`src/rtl/bale_pkg.sv`:
```
// Shared types and constants for the bounded array list engine.
package bale_pkg;

  localparam int WORD_W = 32;
  localparam int POS_W  = 6;
  localparam int CNT_W  = 7;
  localparam int CMD_W  = 3;
  localparam int ST_W   = 2;

  localparam logic [CMD_W-1:0] CMD_PUSH_BACK  = 3'd0;
  localparam logic [CMD_W-1:0] CMD_PUSH_FRONT = 3'd1;
  localparam logic [CMD_W-1:0] CMD_POP_BACK   = 3'd2;
  localparam logic [CMD_W-1:0] CMD_REMOVE     = 3'd3;
  localparam logic [CMD_W-1:0] CMD_CLEAR      = 3'd4;
  localparam logic [CMD_W-1:0] CMD_READ       = 3'd5;
  localparam logic [CMD_W-1:0] CMD_WRITE      = 3'd6;

  localparam logic [ST_W-1:0] ST_OK    = 2'd0;
  localparam logic [ST_W-1:0] ST_FULL  = 2'd1;
  localparam logic [ST_W-1:0] ST_INDEX = 2'd2;

  typedef struct packed {
    logic [CMD_W-1:0]         command;
    logic signed [WORD_W-1:0] value;
    logic [POS_W-1:0]         position;
  } in_t;

  typedef struct packed {
    logic signed [WORD_W-1:0] read_word;
    logic [CNT_W-1:0]         count;
    logic [ST_W-1:0]          status;
  } out_t;

  typedef enum logic [2:0] {
    S_IDLE,
    S_READ,
    S_SHIFT,
    S_SCAN,
    S_DONE
  } seq_state_t;

endpackage

```
`src/rtl/bale_ram.sv`:
```
// Generic single-write, single-read synchronous RAM with registered read data.
module bale_ram #(
  parameter int WIDTH = 32,
  parameter int DEPTH = 64
) (
  input  logic                     clk,
  input  logic                     we,
  input  logic [$clog2(DEPTH)-1:0] waddr,
  input  logic [WIDTH-1:0]         wdata,
  input  logic                     re,
  input  logic [$clog2(DEPTH)-1:0] raddr,
  output logic [WIDTH-1:0]         rdata
);

  logic [WIDTH-1:0] mem [DEPTH];

  always_ff @(posedge clk) begin
    if (we) begin
      mem[waddr] <= wdata;
    end
    if (re) begin
      rdata <= mem[raddr];
    end
  end

endmodule

```
`src/rtl/bale_seq.sv`:
```
// Command sequencer: walks the list memory for each command and builds the result word.
module bale_seq #(
  parameter int DEPTH = 64
) (
  input  logic                       clk,
  input  logic                       rst,
  input  logic                       in_valid,
  output logic                       in_stall,
  input  bale_pkg::in_t              in_data,
  output logic                       res_valid,
  output bale_pkg::out_t             res,
  input  logic                       res_take,
  output logic                       mem_we,
  output logic [$clog2(DEPTH)-1:0]   mem_waddr,
  output logic [bale_pkg::WORD_W-1:0] mem_wdata,
  output logic                       mem_re,
  output logic [$clog2(DEPTH)-1:0]   mem_raddr,
  input  logic [bale_pkg::WORD_W-1:0] mem_rdata
);

  localparam int AW = $clog2(DEPTH);
  localparam int CW = $clog2(DEPTH + 1);
  localparam int XW = (CW > bale_pkg::POS_W) ? CW : bale_pkg::POS_W;

  bale_pkg::seq_state_t state, state_next;
  logic [CW-1:0]                fill, fill_next;
  logic [CW-1:0]                idx, idx_next;
  logic [CW-1:0]                wr_idx, wr_idx_next;
  logic                         pend, pend_next;
  logic [AW-1:0]                pend_addr, pend_addr_next;
  logic [bale_pkg::WORD_W-1:0]  op_val, op_val_next;
  bale_pkg::out_t               res_next;
  logic                         accept;
  logic                         is_full;
  logic                         pos_ok;

  assign in_stall  = (state != bale_pkg::S_IDLE);
  assign accept    = in_valid && !in_stall;
  assign res_valid = (state == bale_pkg::S_DONE);
  assign is_full   = (fill == CW'(DEPTH));
  assign pos_ok    = (XW'(in_data.position) < XW'(fill));

  always_ff @(posedge clk) begin
    if (rst) begin
      state <= bale_pkg::S_IDLE;
      fill  <= '0;
      pend  <= 1'b0;
    end else begin
      state <= state_next;
      fill  <= fill_next;
      pend  <= pend_next;
    end
  end

  always_ff @(posedge clk) begin
    idx       <= idx_next;
    wr_idx    <= wr_idx_next;
    pend_addr <= pend_addr_next;
    op_val    <= op_val_next;
    res       <= res_next;
  end

  always_comb begin
    state_next     = state;
    fill_next      = fill;
    idx_next       = idx;
    wr_idx_next    = wr_idx;
    pend_next      = pend;
    pend_addr_next = pend_addr;
    op_val_next    = op_val;
    res_next       = res;
    mem_we         = 1'b0;
    mem_waddr      = '0;
    mem_wdata      = op_val;
    mem_re         = 1'b0;
    mem_raddr      = '0;

    unique case (state)
      bale_pkg::S_IDLE: begin
        if (accept) begin
          op_val_next        = in_data.value;
          res_next.read_word = '0;
          res_next.count     = bale_pkg::CNT_W'(fill);
          res_next.status    = bale_pkg::ST_OK;
          state_next         = bale_pkg::S_DONE;
          unique case (in_data.command)
            bale_pkg::CMD_PUSH_BACK: begin
              if (is_full) begin
                res_next.status = bale_pkg::ST_FULL;
              end else begin
                mem_we         = 1'b1;
                mem_waddr      = AW'(fill);
                mem_wdata      = in_data.value;
                fill_next      = fill + CW'(1);
                res_next.count = bale_pkg::CNT_W'(fill + CW'(1));
              end
            end
            bale_pkg::CMD_PUSH_FRONT: begin
              if (is_full) begin
                res_next.status = bale_pkg::ST_FULL;
              end else begin
                idx_next   = fill;
                pend_next  = 1'b0;
                state_next = bale_pkg::S_SHIFT;
              end
            end
            bale_pkg::CMD_POP_BACK: begin
              if (fill != '0) begin
                fill_next      = fill - CW'(1);
                res_next.count = bale_pkg::CNT_W'(fill - CW'(1));
              end
            end
            bale_pkg::CMD_REMOVE: begin
              idx_next    = '0;
              wr_idx_next = '0;
              pend_next   = 1'b0;
              state_next  = bale_pkg::S_SCAN;
            end
            bale_pkg::CMD_CLEAR: begin
              fill_next      = '0;
              res_next.count = '0;
            end
            bale_pkg::CMD_READ: begin
              if (pos_ok) begin
                mem_re     = 1'b1;
                mem_raddr  = AW'(in_data.position);
                state_next = bale_pkg::S_READ;
              end else begin
                res_next.status = bale_pkg::ST_INDEX;
              end
            end
            bale_pkg::CMD_WRITE: begin
              if (pos_ok) begin
                mem_we    = 1'b1;
                mem_waddr = AW'(in_data.position);
                mem_wdata = in_data.value;
              end else begin
                res_next.status = bale_pkg::ST_INDEX;
              end
            end
            default: begin
            end
          endcase
        end
      end

      bale_pkg::S_READ: begin
        res_next.read_word = mem_rdata;
        state_next         = bale_pkg::S_DONE;
      end

      // Walk downward: read entry k, write it to k+1 in the following cycle. The write
      // always lands above the next read, so no forwarding is needed.
      bale_pkg::S_SHIFT: begin
        if (pend) begin
          mem_we    = 1'b1;
          mem_waddr = pend_addr + AW'(1);
          mem_wdata = mem_rdata;
        end
        if (idx != '0) begin
          mem_re         = 1'b1;
          mem_raddr      = AW'(idx - CW'(1));
          pend_addr_next = AW'(idx - CW'(1));
          idx_next       = idx - CW'(1);
          pend_next      = 1'b1;
        end else begin
          pend_next = 1'b0;
          if (!pend) begin
            mem_we         = 1'b1;
            mem_waddr      = '0;
            mem_wdata      = op_val;
            fill_next      = fill + CW'(1);
            res_next.count = bale_pkg::CNT_W'(fill + CW'(1));
            state_next     = bale_pkg::S_DONE;
          end
        end
      end

      // Walk upward compacting survivors; write index never passes read index.
      bale_pkg::S_SCAN: begin
        if (pend && (mem_rdata != op_val)) begin
          mem_we      = 1'b1;
          mem_waddr   = AW'(wr_idx);
          mem_wdata   = mem_rdata;
          wr_idx_next = wr_idx + CW'(1);
        end
        if (idx < fill) begin
          mem_re    = 1'b1;
          mem_raddr = AW'(idx);
          idx_next  = idx + CW'(1);
          pend_next = 1'b1;
        end else begin
          pend_next = 1'b0;
          if (!pend) begin
            fill_next      = wr_idx;
            res_next.count = bale_pkg::CNT_W'(wr_idx);
            state_next     = bale_pkg::S_DONE;
          end
        end
      end

      bale_pkg::S_DONE: begin
        if (res_take) begin
          state_next = bale_pkg::S_IDLE;
        end
      end

      default: begin
        state_next = bale_pkg::S_IDLE;
      end
    endcase
  end

endmodule

```
`src/rtl/bounded_array_list_engine_top.sv`:
```
// Push back, pop, clear, write and refused commands go straight from accept to the result
// register; read passes through S_READ to pick up the memory read data; push front and
// remove-by-value walk the list through the single-port-pair list memory, one entry
// per cycle. One command in flight; the next is taken while the previous result waits
// in out_data.
// Reset (rst, synchronous) empties the list and the handshakes; memory is not cleared.
module bounded_array_list_engine_top #(
  parameter int DEPTH = 64
) (
  input  logic           clk,
  input  logic           rst,
  input  logic           in_valid,
  output logic           in_stall,
  input  bale_pkg::in_t  in_data,
  output logic           out_valid,
  input  logic           out_stall,
  output bale_pkg::out_t out_data
);

  localparam int AW = $clog2(DEPTH);

  logic                        res_valid;
  logic                        res_take;
  bale_pkg::out_t              res;
  logic                        mem_we;
  logic [AW-1:0]               mem_waddr;
  logic [bale_pkg::WORD_W-1:0] mem_wdata;
  logic                        mem_re;
  logic [AW-1:0]               mem_raddr;
  logic [bale_pkg::WORD_W-1:0] mem_rdata;

  assign res_take = res_valid && (!out_valid || !out_stall);

  always_ff @(posedge clk) begin
    if (rst) begin
      out_valid <= 1'b0;
    end else if (res_take) begin
      out_valid <= 1'b1;
    end else if (!out_stall) begin
      out_valid <= 1'b0;
    end
  end

  always_ff @(posedge clk) begin
    if (res_take) begin
      out_data <= res;
    end
  end

  bale_seq #(
    .DEPTH(DEPTH)
  ) u_seq (
    .clk       (clk),
    .rst       (rst),
    .in_valid  (in_valid),
    .in_stall  (in_stall),
    .in_data   (in_data),
    .res_valid (res_valid),
    .res       (res),
    .res_take  (res_take),
    .mem_we    (mem_we),
    .mem_waddr (mem_waddr),
    .mem_wdata (mem_wdata),
    .mem_re    (mem_re),
    .mem_raddr (mem_raddr),
    .mem_rdata (mem_rdata)
  );

  bale_ram #(
    .WIDTH(bale_pkg::WORD_W),
    .DEPTH(DEPTH)
  ) u_ram (
    .clk   (clk),
    .we    (mem_we),
    .waddr (mem_waddr),
    .wdata (mem_wdata),
    .re    (mem_re),
    .raddr (mem_raddr),
    .rdata (mem_rdata)
  );

endmodule

```
`config.mk`:
```
export PLATFORM = sky130hd
export DESIGN_NAME = bounded_array_list_engine_top
export DESIGN_NICKNAME = d
export VERILOG_FILES = /design/src/rtl/bale_pkg.sv /design/src/rtl/bale_ram.sv /design/src/rtl/bale_seq.sv /design/src/rtl/bounded_array_list_engine_top.sv
export SDC_FILE = /design/constraint.sdc
export NUM_CORES = 2
export LEC_CHECK = 0
export BUFFER_PORTS_ARGS = -buffer_cell sky130_fd_sc_hd__buf_4
export CELL_PAD_IN_SITES_DETAIL_PLACEMENT = 0
export CELL_PAD_IN_SITES_GLOBAL_PLACEMENT = 1
export CORE_MARGIN = 4
export CORE_UTILIZATION = 52
export CTS_CLUSTER_DIAMETER = 30
export DETAILED_ROUTE_END_ITERATION = 6
export GPL_TIMING_DRIVEN = 0
export MAX_ROUTING_LAYER = met4
export PLACE_DENSITY = 0.76
export SYNTH_ARGS = -nofsm -noshare
export SYNTH_HDL_FRONTEND = slang
export SYNTH_SLANG_ARGS = --single-unit
```
`constraint.sdc`:
```
create_clock -name clk -period 7.85 [get_ports clk]
set_input_delay 1.1775 -clock clk [delete_from_list [all_inputs] [get_ports clk]]
set_output_delay 1.1775 -clock clk [all_outputs]
set_load 0.01 [all_outputs]
```
# --- After elaboration in Yosys (flattened, before gate mapping) ---
# Memories as Yosys holds them, arrays and structs flattened. A register that Yosys moved wholly into a read port is not among the register bits.
# Index checks and enable logic that the tools add are counted.
# Widths: inputs -> output; s select.
classes:
  add_sub_neg: 6
  eq_ne: 25
  n_lt_le_gt_ge: 2
  mux: 79
  reduce_logical: 25
ops:
  columns: ["operator", "count"]
  rows:
  - ["$mux 32", 7]
  - ["$pmux 32 s2", 2]
  - ["$mux 7", 14]
  - ["$pmux 32 s3", 1]
  - ["$pmux 7 s3", 4]
  - ["$mux 6", 11]
  - ["$mux 41", 1]
  - ["$pmux 6 s3", 2]
  - ["$ne 32x32->1", 1]
  - ["$pmux 7 s2", 2]
  - ["$add 7x1->7 const B", 3]
  - ["$mux 3", 7]
  - ["$mux 1", 18]
  - ["$pmux 3 s5", 1]
  - ["$reduce_bool 7->1", 2]
  - ["$sub 7x1->7 const B", 2]
  - ["$eq 3x2->1 const B", 4]
  - ["$eq 3x3->1 const B", 4]
  - ["$ne 2x1->1 const B", 6]
  - ["$pmux 6 s2", 1]
  - ["$reduce_and 4->1", 3]
  - ["$reduce_and 6->1", 2]
  - ["$ne 2x2->1 const B", 5]
  - ["$pmux 1 s3", 3]
  - ["18 further kinds", 31]
word_totals:
  reg_bits: 146
  inputBits: 45
  ramBits: 2048
  mem_count: 1
  out_inout_bits: 43
mem_list:
  columns: ["name", "words", "word_bits", "rd", "rd_clocked_by_memory_dff", "write_ports", "line", "rtl"]
  rows:
  - ["u_ram.mem", 64, 32, 1, 1, 1, "bale_ram.sv:15", "logic [WIDTH-1:0] mem [DEPTH];"]

# --- Longest topological paths before layout ---
logic_depth:
  depth_word: 7
  depth_mapped: 18

# --- Cells and area by module ---
# Synthesis repeated with hierarchy kept, for this count alone.
unflattened:
  hier_cells: 4261
  area_unflattened_um2: 87517.7
modules_own_cells:
  columns: ["mod", "area_per_inst_um2", "cells_per_inst", "seq_area_each_um2", "instances"]
  rows:
  - ["bale_ram", 79359.9, 3511, 62459.9, 1]
  - ["bale_seq", 6890.4, 705, 3012.9, 1]
  - ["bounded_array_list_engine_top", 1267.5, 45, 1251.2, 1]

# --- Worst setup path before layout ---
# No wires, ideal clock.
synth_path:
  path_kind: "input -> register"
  startpoint: "in in_data[4] (netlist bit)"
  endpoint: "mem u_ram.mem[0][16] (data pin)"
  cell_stages: 10
  arrival_ns: 5.761
  n_path_buf: 2
  setup_slack_ns: 1.388
  setup_ns: 0.702
  required_ns: 7.148
  cell_sequence: "ha_1 -> a211oi_1 -> nor3_4 -> a2111oi_4 -> or2_1 -> buf_2 -> and2_1 -> clkbuf_1 -> a22oi_1 -> o21ai_0"
synth_via:
  elab_chain_len: 5
synth_lines:
  columns: ["element", "line", "rtl"]
  rows:
  - ["from (decl)", "bounded_array_list_engine_top.sv:14", "input bale_pkg::in_t in_data,"]
  - ["$lt 6x7->1", "bale_seq.sv:41", "assign pos_ok = (XW'(in_data.position) < XW'(fill));"]
  - ["$mux 32", "bale_seq.sv:133", "if (pos_ok) begin"]
  - ["$pmux 32 s2", "bale_seq.sv:86", "unique case (in_data.command)"]
  - ["$mux 32", "bale_seq.sv:80", "if (accept) begin"]
  - ["$pmux 32 s3", "bale_seq.sv:78", "unique case (state)"]
  - ["named net mem_wdata, one bit", "bounded_array_list_engine_top.sv:27", "logic [bale_pkg::WORD_W-1:0] mem_wdata;"]
  - ["to (decl)", "bale_ram.sv:15", null]
# The timed path passes the listed nets, and every way through them passes these cells.

# --- Final worst setup path ---
layout_path:
  startpoint: "reg u_seq.fill[4]"
  endpoint: "reg u_ram.rdata[25] (read register of u_ram.mem) (data pin)"
layout_via:
  elab_chain_len: 5
layout_lines:
  columns: ["element", "line", "rtl"]
  rows:
  - ["from (decl)", "bale_seq.sv:26", "logic [CW-1:0] fill, fill_next;"]
  - ["from (signal assigned)", "bale_seq.sv:50", "fill <= fill_next;"]
  - ["$lt 6x7->1", "bale_seq.sv:41", null]
  - ["$mux 6 or $mux 1 (tied branches)", "bale_seq.sv:124", "if (pos_ok) begin"]
  - ["$mux 6 or $mux 1 (tied branches)", "bale_seq.sv:86", null]
  - ["$mux 6 or $mux 1 (tied branches)", "bale_seq.sv:80", null]
  - ["$pmux 6 s3 or $pmux 1 s3 (tied branches)", "bale_seq.sv:78", null]
  - ["to (decl)", "bale_ram.sv:12", "output logic [WIDTH-1:0] rdata"]
# Several ways; a longest one is shown, not always the timed one.
# A chain may end at the register's enable or synchronous reset.

==> run_results.csv <==
group,metric,value,unit
status,outcome,"complete, but fails checks",
status,violations,"max-capacitance violations, max-slew violations",
clock_network,clock-root-buffer,"clkbuf_16",
synth,synth_edf_count,2214,
detailed_routing,drt_wl_total,361000,um
setup_path,slowest_stage,"a21oi_1",
synth,synth_warnings,0,
final_layout,layout_common_cells,"2214 x edfxtp_1, 1669 x nand2_1, 509 x nand3_1",
worst_hold_path,min_from,"in_data[18]",
setup_path,path_cells,"clkbuf_1, inv_1, ha_1, a21oi_1, o21ai_0, a2111oi_0, a211oi_2, buf_2, buf_1, clkbuf_1, buf_8, nand2_1, a21oi_1, nor4_1, o221ai_1, a21oi_1, nand4_1",
timing,setup_viol,0,
global_route,grt_max_degree,65,
timing,finalCritPeriodShare,98.69,%
clock_network,cts_resized,0,
detailed_routing,antenna_left,0,
detailed_routing,drc,0,
clock_network,cts_tree,"yes",
setup_path,r2r_cells,17,
setup_path,worstSetupPathType,"flip-flop to flip-flop",
global_route,track_usage,40.75,%
final_layout,drive_gt1_share,17.62,%
floorplan,die-area,178600,um2
floorplan,dieHeight,422.6,um
timing,hold_viol,0,
setup_path,path_max_fanout,10,
clock_network,cts_hold_buf,0,
setup_path,path_buf_inv,6,
floorplan,io_pins,88,
synth,ys_seq_area_share,74.64,%
final_layout,final_nets,7256,
placed_design,gp_congestion,1.045,
clock_network,htreeDepth,5,
synth,avgSynthCellArea,13.69,um2
timing,max_slew_margin,-3.584,%
setup_path,arrival,8.31,ns
timing,skew,0.09372,ns
detailed_routing,drtIter0Drc,12285,
synth,ys.flop_type,"edfxtp_1",
clock_network,clock_latency,1.00,ns
detailed_routing,first_pass_iters,6,
floorplan,start_util,52.51,%
clock_network,cts_made_buffers,444,
setup_path,ff2ff_setup_slack,0.10,ns
synth,syn_inst,6529,
detailed_routing,routed_via_density,6.598,
detailed_routing,vias,65319,
setup_path,r2r_start,"u_seq.fill[4]",
run,maxCapViolCount,4,
timing,rsz0062_at_grt,"false",
setup_path,cp.depth,17,
worst_hold_path,hold_class,"input pin to flip-flop",
timing,slew_viol_final,7,
setup_path,critPathMostFrequentCell,"a21oi_1",
worst_hold_path,hold_depth,1,
setup_path,end_kind,"flip-flop",
timing,fmax,129.1,MHz
floorplan,dieWidth,422.6,um
global_route,grt_antenna_before_repair,50,
pwr,p_total,36550,uW
final_layout,syn_to_final_growth,24.41,%
placed_design,placed_area,96620,um2
clock_network,cts_setup_buffers,0,
worst_hold_path,min_to,"u_seq.op_val[12]",
timing,worstMarginPinSlew,1.541,ns
timing,min_period,7.747,ns
pwr,p_leak,0.03839,uW
detailed_routing,post_drt_wl_per_cell,36.47,um
placed_design,port-buffer-count,85,
clock_network,cts_sinks,2226,
setup_path,slowest_delay,0.99,ns
floorplan,rows,151,
final_layout,layout_commonest_cell,"edfxtp_1",
floorplan,coreArea,170200,um2
synth,synthesis.area,89390,um2
clock_network,clk_transition_reported_paths,0.05,ns
setup_path,worst_r2r_endpoint,"u_ram.rdata[25]",
setup_path,cp_top_family,"compound AO/OA/AOI/OAI gates",
global_route,grt_pass1_wl,486400,um
timing,setup_total_negative_slack,0,ns
global_route,grt_pass1_vias,60399,
global_route,grt-ovfl-total,0,
pwr,p_per_area,328.6,nW/um2
synth,ys_types,92,
final_layout,postLayoutCellArea,111200,um2
final_layout,post-route-util,65.33,%
setup_path,cp.required,8.42,ns
placed_design,dp_hpwl,248800,um
clock_network,clockBufferDepth,4,
synth,syn_nets,6592,
synth,async_flop_share,0,%
setup_path,start_kind,"flip-flop",
synth,synth_seq_cells,2226,
pwr,peakVddDrop,0.0002457,V
-- where the power goes --
part           total (uW)  internal (uW)  switching (uW)
clock network       18200          11900            6280
logic                4240            974            3260
registers           14100          14000            93.1
-- metrics by stage --
stage | hold WS [ns] | setup WS [ns] | cells
4_1_cts | 0.3677 | 0.3102 | 9844
3_5_place_dp | 0.4045 | 0.2915 | 9041
2_1_floorplan | 0.4003 | 1.388 | 6529
3_3_place_gp | 0.4024 | -5.401 | 8909
5_1_grt | 0.3856 | 0.4140 | 9893
6_report | 0.3973 | 0.1025 | 9900
-- logic make-up (layout without fill, tap and decap cells) --
kind of cell    Yosys count  in the layout  synth area share (%)
buf+inv                 433           1454                 2.277
other cells               0             55                     0
mux                     211            211                 2.365
fa+ha+maj                18             18                0.2519
compound gates          899            899                 6.767
xor+xnor                 56             56                0.5487
simple gates           2686           2686                 13.15
flops                  2226           2226                 74.64
-- Yosys cell counts (all sizes together), types with 3 or more instances --
| master | number | area, um2 |
|---|---|---|
| a32o | 14 | 140.1 |
| a22oi | 32 | 245.2 |
| or3 | 19 | 123.9 |
| and2 | 38 | 237.7 |
| o211ai | 22 | 175.2 |
| nand3 | 510 | 2557 |
| o31ai | 6 | 45.04 |
| o221ai | 6 | 52.55 |
| o21ai | 104 | 524.3 |
| a21oi | 265 | 1330 |
| nand4 | 110 | 730.7 |
| a221oi | 9 | 96.35 |
| nor4 | 18 | 133.9 |
| and3 | 81 | 506.7 |
| a2111oi | 9 | 117.6 |
| nor3 | 21 | 146.4 |
| and4 | 3 | 26.28 |
| a222oi | 7 | 70.07 |
| nand2 | 1671 | 6277 |
| a211oi | 44 | 352.8 |
| a32oi | 106 | 928.4 |
| xor2 | 12 | 105.1 |
| buf | 281 | 1465 |
| a31oi | 103 | 644.4 |
| ha | 18 | 225.2 |
| a311oi | 35 | 324.1 |
| clkbuf | 123 | 461.7 |
| nor2 | 163 | 626.9 |
| o22ai | 81 | 506.7 |
| or4 | 22 | 165.2 |
| a211o | 6 | 52.55 |
| nand2b | 12 | 75.07 |
| o2111ai | 27 | 236.5 |
| xnor2 | 44 | 385.4 |
| inv | 27 | 101.4 |
| mux2i | 209 | 2092 |
| edfxtp | 2214 | 66480 |
| a221o | 5 | 50.05 |
| dfxtp | 12 | 240.2 |
| nor2b | 6 | 37.54 |
-- state kept, by name (all words and copies together) (netlist names), 6 cells and up --
register / cells
u_seq.wr_idx: 7
u_seq.op_val: 32
u_seq.res: 41
out_data: 41
u_ram.rdata: 32
u_ram.mem: 2048
u_seq.pend_addr: 6
u_seq.fill: 7
u_seq.idx: 7
-- routing by layer --
layer,vias to the layer above,share of wire [%],GRT usage (%)
met4,0,8.4,27.03
li1,26193,-,-
met5,-,0,-
met1,32166,34,49.89
met2,5661,42,56.10
met3,1299,16,15.78
-- worst max-delay path by stage --
stage / startpoint / to / slack, ns
2_1_floorplan: in_data[4] / u_ram.mem[0][16] / 1.39
3_3_place_gp: in_data[39] / u_ram.mem[42][5] / -5.40
3_5_place_dp: in_data[4] / u_ram.rdata[25] / 0.29
4_1_cts: u_seq.fill[4] / u_ram.rdata[25] / 0.31
5_1_grt: u_seq.fill[4] / u_ram.rdata[25] / 0.41
6_report: u_seq.fill[4] / u_ram.rdata[25] / 0.10
-- final cells by class --
type / count / area (um2)
Sequential cell: 2226 / 66720
Clock inverter: 307 / 2973
Multi-Input combinational cell: 3870 / 21600
Clock buffer: 496 / 11440
Antenna cell: 55 / 137.6
Tap cell: 2295 / 2872
Inverter: 29 / 116.4
Fill cell: 12057 / 59020
Timing Repair Buffer: 218 / 3415
Buffer: 404 / 1928
(Power assumes the default switching activity.)
